`src/design/sspt_pkg.sv`:
```
`timescale 1ns / 1ps
// ----------------------------------------------------------------------------
// sspt_pkg
// Shared types and constants for the sorted sector patch table.
// ----------------------------------------------------------------------------
package sspt_pkg;

  // Field widths of one transaction
  localparam int CMD_W  = 2;
  localparam int KEY_W  = 19;
  localparam int HEAD_W = 64;
  localparam int TAIL_W = 32;

  // Input tdata layout, lowest field first, padded to whole bytes
  localparam int IN_BITS = CMD_W + KEY_W + HEAD_W + TAIL_W;
  localparam int IN_W    = ((IN_BITS + 7) / 8) * 8;
  localparam int KEY_LSB  = CMD_W;
  localparam int HEAD_LSB = KEY_LSB + KEY_W;
  localparam int TAIL_LSB = HEAD_LSB + HEAD_W;

  // Command codes
  typedef enum logic [CMD_W-1:0] {
    CMD_INSERT = 2'd0,
    CMD_LOOKUP = 2'd1,
    CMD_CLEAR  = 2'd2
  } cmd_t;

  // Control states of the top level
  typedef enum logic {
    ST_IDLE = 1'b0,
    ST_RUN  = 1'b1
  } state_t;

  // Token that walks down the cell chain, one cell per cycle
  typedef struct packed {
    logic              active;    // token present in this slot
    logic              is_insert; // insert (else lookup)
    logic              full;      // table was full when the command started
    logic              done;      // command already resolved upstream
    logic              carrying;  // insert is shifting a displaced entry up
    logic              hit;       // address matched an entry
    logic [KEY_W-1:0]  key;       // search key, or key of the carried entry
    logic [HEAD_W-1:0] head;      // record head (new, carried or found)
    logic [TAIL_W-1:0] tail;      // record tail (new, carried or found)
  } token_t;

endpackage

```
`src/design/sspt_cell.sv`:
```
`timescale 1ns / 1ps
// ----------------------------------------------------------------------------
// sspt_cell
// One table slot: holds an entry and processes the passing token.
// A cell holds a live entry when its index is below the fill count.
// ----------------------------------------------------------------------------
module sspt_cell #(
  parameter int IDX   = 0,
  parameter int CNT_W = 9
) (
  input  logic               clk,
  input  logic               rst,
  input  logic [CNT_W-1:0]   fill,
  input  sspt_pkg::token_t   tok_in,
  output sspt_pkg::token_t   tok_out
);

  logic [sspt_pkg::KEY_W-1:0]  key;
  logic [sspt_pkg::HEAD_W-1:0] head;
  logic [sspt_pkg::TAIL_W-1:0] tail;

  sspt_pkg::token_t tok_next;
  logic             live;
  logic             wr;

  assign live = (fill > CNT_W'(IDX));

  // Token processing: match, pass, place, or swap with the carried entry
  always_comb begin
    tok_next = tok_in;
    wr       = 1'b0;
    if (tok_in.active && !tok_in.done) begin
      if (tok_in.carrying) begin
        wr = 1'b1;
        if (live) begin
          tok_next.key  = key;
          tok_next.head = head;
          tok_next.tail = tail;
        end else begin
          tok_next.done     = 1'b1;
          tok_next.carrying = 1'b0;
        end
      end else if (live && key == tok_in.key) begin
        tok_next.hit  = 1'b1;
        tok_next.done = 1'b1;
        if (tok_in.is_insert) begin
          wr = 1'b1;
        end else begin
          tok_next.head = head;
          tok_next.tail = tail;
        end
      end else if (live && key < tok_in.key) begin
        tok_next = tok_in;
      end else if (!tok_in.is_insert || tok_in.full) begin
        // address absent: lookup misses, insert into a full table drops
        tok_next.done = 1'b1;
      end else begin
        // sorted position found: place here, shift the old entry up
        wr = 1'b1;
        if (live) begin
          tok_next.carrying = 1'b1;
          tok_next.key      = key;
          tok_next.head     = head;
          tok_next.tail     = tail;
        end else begin
          tok_next.done = 1'b1;
        end
      end
    end
  end

  // Entry storage
  always_ff @(posedge clk) begin
    if (wr) begin
      key  <= tok_in.key;
      head <= tok_in.head;
      tail <= tok_in.tail;
    end
  end

  // Token hand-off to the next cell
  always_ff @(posedge clk) begin
    if (rst) begin
      tok_out <= '0;
    end else begin
      tok_out <= tok_next;
    end
  end

endmodule

```
`config.mk`:
```
export PLATFORM = sky130hd
export DESIGN_NAME = sspt_cell
export DESIGN_NICKNAME = d
export VERILOG_FILES = /design/src/design/sspt_pkg.sv /design/src/design/sspt_cell.sv
export SDC_FILE = /design/constraint.sdc
export NUM_CORES = 1
export LEC_CHECK = 0
export BUFFER_PORTS_ARGS = -buffer_cell sky130_fd_sc_hd__buf_4
export CAP_MARGIN = 25
export CELL_PAD_IN_SITES_DETAIL_PLACEMENT = 0
export CELL_PAD_IN_SITES_GLOBAL_PLACEMENT = 2
export CORE_ASPECT_RATIO = 1.5
export CORE_MARGIN = 2
export CORE_UTILIZATION = 30
export CTS_BUF_LIST = sky130_fd_sc_hd__clkbuf_16
export DETAILED_ROUTE_END_ITERATION = 6
export PLACE_DENSITY_LB_ADDON = 0.1
export SETUP_SLACK_MARGIN = 0.4
export SYNTH_ARGS = -nofsm -noshare
export SYNTH_HDL_FRONTEND = slang
export SYNTH_SLANG_ARGS = --single-unit
```
`constraint.sdc`:
```
create_clock -name clk -period 7.45 [get_ports clk]
set_input_delay 0.745 -clock clk [delete_from_list [all_inputs] [get_ports clk]]
set_output_delay 0.745 -clock clk [all_outputs]
set_load 0.01 [all_outputs]
```
==> metrics.md <==
| Metric | Value |
|---|---|
| Run status | `completed` |
| Max clock buf depth | `3` |
| CP max stage delay | `850 ps` |
| All-Layer GR Usage | `0.185` |
| Part of the total power dissipated in the clock network | `0.392` |
| Post-synth EDFFs | `115` |
| Synth Register Bits | `around 240` |
| Power spent charging and discharging nets | `0.831 mW` |
| Worst path bufs/invs | `2` |
| Share of total power in combinational logic | `0.145` |
| Kind of path behind the tightest hold check | `primary input to flip-flop` |
| Post-CTS Setup Inserts | `0` |
| Number of nets produced by synthesis | `1308` |
| Share of synthesized flip-flops with an asynchronous set or reset | `0` |
| Growth of design area from synthesis to finish | `27.7%` |
| Via count of the first global-routing pass | `~9500` |
| I/O pins | `253` |
| Count of standard-cell rows | `86` |
| Detailed Place HPWL | `~21000 µm` |
| Critical-path cell list | `ha_1, nand4_1, nor4_1, and3_2, nor2_1, a21oi_4, buf_4, buf_4` |
| Number of antenna violations at the first check in global routing | `1` |
| Yosys warnings | `0` |
| Top delay family on crit path | `simple AND/OR/NAND/NOR gates` |
| Most common cell after layout, fill and taps aside | `buf_4` |
| Number of hold-slack violations in the final timing report | `0` |
| Final Slew Violations | `0` |
| Total Negative Setup Slacks | `0 ps` |
| Internal power | `2.33 mW` |
| Die Y-Extent | `240 µm` |
| Final std cells w/o fill | `1856` |
| Rel. slew slack | `0.355` |
| Overall die area | `38600 µm²` |
| Drt wl/cell | `19.6 µm` |
| Post-synthesis instance area | `about 11000 µm²` |
| Final setup viols | `0` |
| Effective utilization at floorplan | `0.304` |
| Static power due to leakage | `about 5.7 nW` |
| Final estimated routing congestion in global placement | `0.744` |
| Pre-antenna DRT Iters | `6` |
| Depth of the CTS H-tree | `1` |
| Leading cell types in the layout, fill and taps excluded | `268 x buf_4, 130 x nor3_1, 121 x dfxtp_1, 115 x edfxtp_1, 108 x a21oi_1` |
| Die boundary width | `161 µm` |
| Highest attainable clock frequency | `250 MHz` |
| Count of vias placed by the detailed router | `approximately 9600` |
| Clock latency on the worst-skew pair | `540 ps` |
| Total overflow reported by the global router | `0` |
| CP max FO | `47` |
| Post-synthesis sequential area ratio | `0.529` |
| Power Dens Cells | `between 200 and 250 nW/µm²` |
| Post-CTS Hold Buffers | `0` |
| Instance count after placement with tap cells included | `1807` |
| Synth cell types | `43` |
| Fraction of layout cells with a size suffix above 1 | `0.259` |
| Most prevalent standard cell on the critical path | `buf_4` |
| First-pass GRT wire length | `56500 µm` |
| Num Clock Sinks | `236` |
| Crit path max-delay cell type | `and3_2` |
| Required arrival time at the worst endpoint | `around 7600 ps` |
| Clock transition at the register clock pins on the worst setup and hold paths after CTS | `60 ps` |
| Final cycle utilization of the critical path | `0.536` |
| Count of cells resized by post-cts repair | `0` |
| Element type at the critical path start | `flip-flop` |
| Net count of the finished layout | `1502` |
| Total wire length after detailed routing | `36300 µm` |
| Top_reg_cell synth | `dfxtp_1` |
| Sort of element at the end of the critical path | `flip-flop` |
| Power share of the sequential group | `0.463` |
| Worst Tran Pin Value | `968 ps` |
| Detailed Route Iter0 Violations | `513` |
| Minimum clock period after layout | `3990 ps` |
| Syn_area_per_cell | `9.60 µm²` |
| Post-DRT Antenna Nets | `0` |
| Clock tree from TritonCTS | `done` |
| TritonCTS Buffers | `26` |
| Crit path DAT | `4170 ps` |
| Switching part of the total | `0.263` |
| Routed vias/inst | `5.17` |
| Path type of the worst setup path | `flip-flop to flip-flop` |
| Worst vdd rail ir drop | `0.144 mV` |
| CORE AREA | `36600 µm²` |
| Setup skew after layout | `15.7 ps` |
| CTS root buffer | `clkbuf_16` |
| Number of remaining DRC errors | `0` |
| Setup repair after global routing missed its margin | `no` |
| Number of standard cells after synthesis | `approximately 1200` |
| Pin count of the biggest net entering global routing | `a little under 90` |
| Number of input and output port buffers inserted | `about 250` |
| Max-Cap Viols | `0` |
==> cell families (layout without fill, tap and decap cells) <==
logic type | after synthesis | in the layout | share of synthesized area
AO/OA/AOI/OAI | 347 | 347 | 0.183
adder cells (fa/ha/maj) | 19 | 19 | 0.0214
buffers and inverters | 123 | 337 | 0.0467
flip-flops | 236 | 236 | 0.529
multiplexers | 51 | 51 | 0.0493
other | 0 | 1 | 0
AND/OR/NAND/NOR | 381 | 381 | 0.171
==> path summary, 6_finish.rpt <==
| check | startpoint | cells after the start | slack (ps) | to |
|---|---|---|---|---|
| min reg2reg | key[0] | 2 | 520 | tok_out[96] |
| min | tok_in[63] | 1 | 400 | head[31] |
| max reg2reg | key[14] | 8 | 3460 | head[34] |
| max | key[14] | 8 | 3460 | head[34] |
==> power by group through the flow <==
stage	Combinational, mW	Sequential [mW]	Clock (mW)
after floorplan	0.216	1.51	0
after global placement	0.462	1.49	0
after detailed placement	0.466	1.49	0
after CTS	0.467	1.46	1.29
after global routing	0.509	1.47	1.33
final	0.458	1.46	1.24
==> Yosys cell counts (21+ instances only) <==
cell / number / area [µm²]
nor3_1: 130 / 651
dfxtp_1: 121 / 2420
edfxtp_1: 115 / 3450
a21oi_1: 109 / 546
clkbuf_1: 76 / 285
nand2_1: 70 / 263
nor2_1: 63 / 236
or3_1: 63 / 394
a31oi_1: 61 / 382
o21ai_1: 55 / 275
o21ai_0: 46 / 230
a211o_1: 31 / 272
o22ai_1: 31 / 194
mux2_2: 30 / 338
and2_1: 28 / 175
mux2i_1: 21 / 210
==> flip-flops by register name, summed over array words and instances (netlist names) <==
| register | flops |
|---|---|
| tail | 32 |
| head | 64 |
| key | 19 |
| tok_out | 121 |
==> through the flow <==
step | power (mW) | setup WS, ps | cell area, µm² | utilization | hold WS, ps
global placement | 1.95 | 2950 | 13300 | 0.365 | 515
detailed placement | 1.96 | 2940 | 13400 | 0.366 | 515
floorplan | 1.73 | 1750 | 11100 | - | 479
CTS | 3.22 | 3420 | 14200 | 0.388 | 361
finish | 3.16 | 3460 | 14200 | 0.388 | 396
global route | 3.31 | 3110 | 14200 | 0.388 | 369
==> cell type report <==
| cell class | instances | area, µm² |
|---|---|---|
| antenna | 1 | 2.50 |
| multi-input combinational | 798 | 4780 |
| sequential | 236 | 5880 |
| tap | 484 | 606 |
| clock buffer | 27 | 676 |
| timing repair buffer | 270 | 2060 |
| inverter | 19 | 71.3 |
| clock inverter | 21 | 119 |
| fill | 3752 | 22400 |
==> routing by layer <==
metal  GRT usage  up-vias  wire, µm  share of wire
met5           0        -         0              0
met4      0.0528        0       853          0.023
li1            -     4679         -              -
met1       0.238     4608     15800           0.44
met3      0.0284       51      1910          0.053
met2       0.320      264     17700           0.49
(Power assumes the default switching activity.)
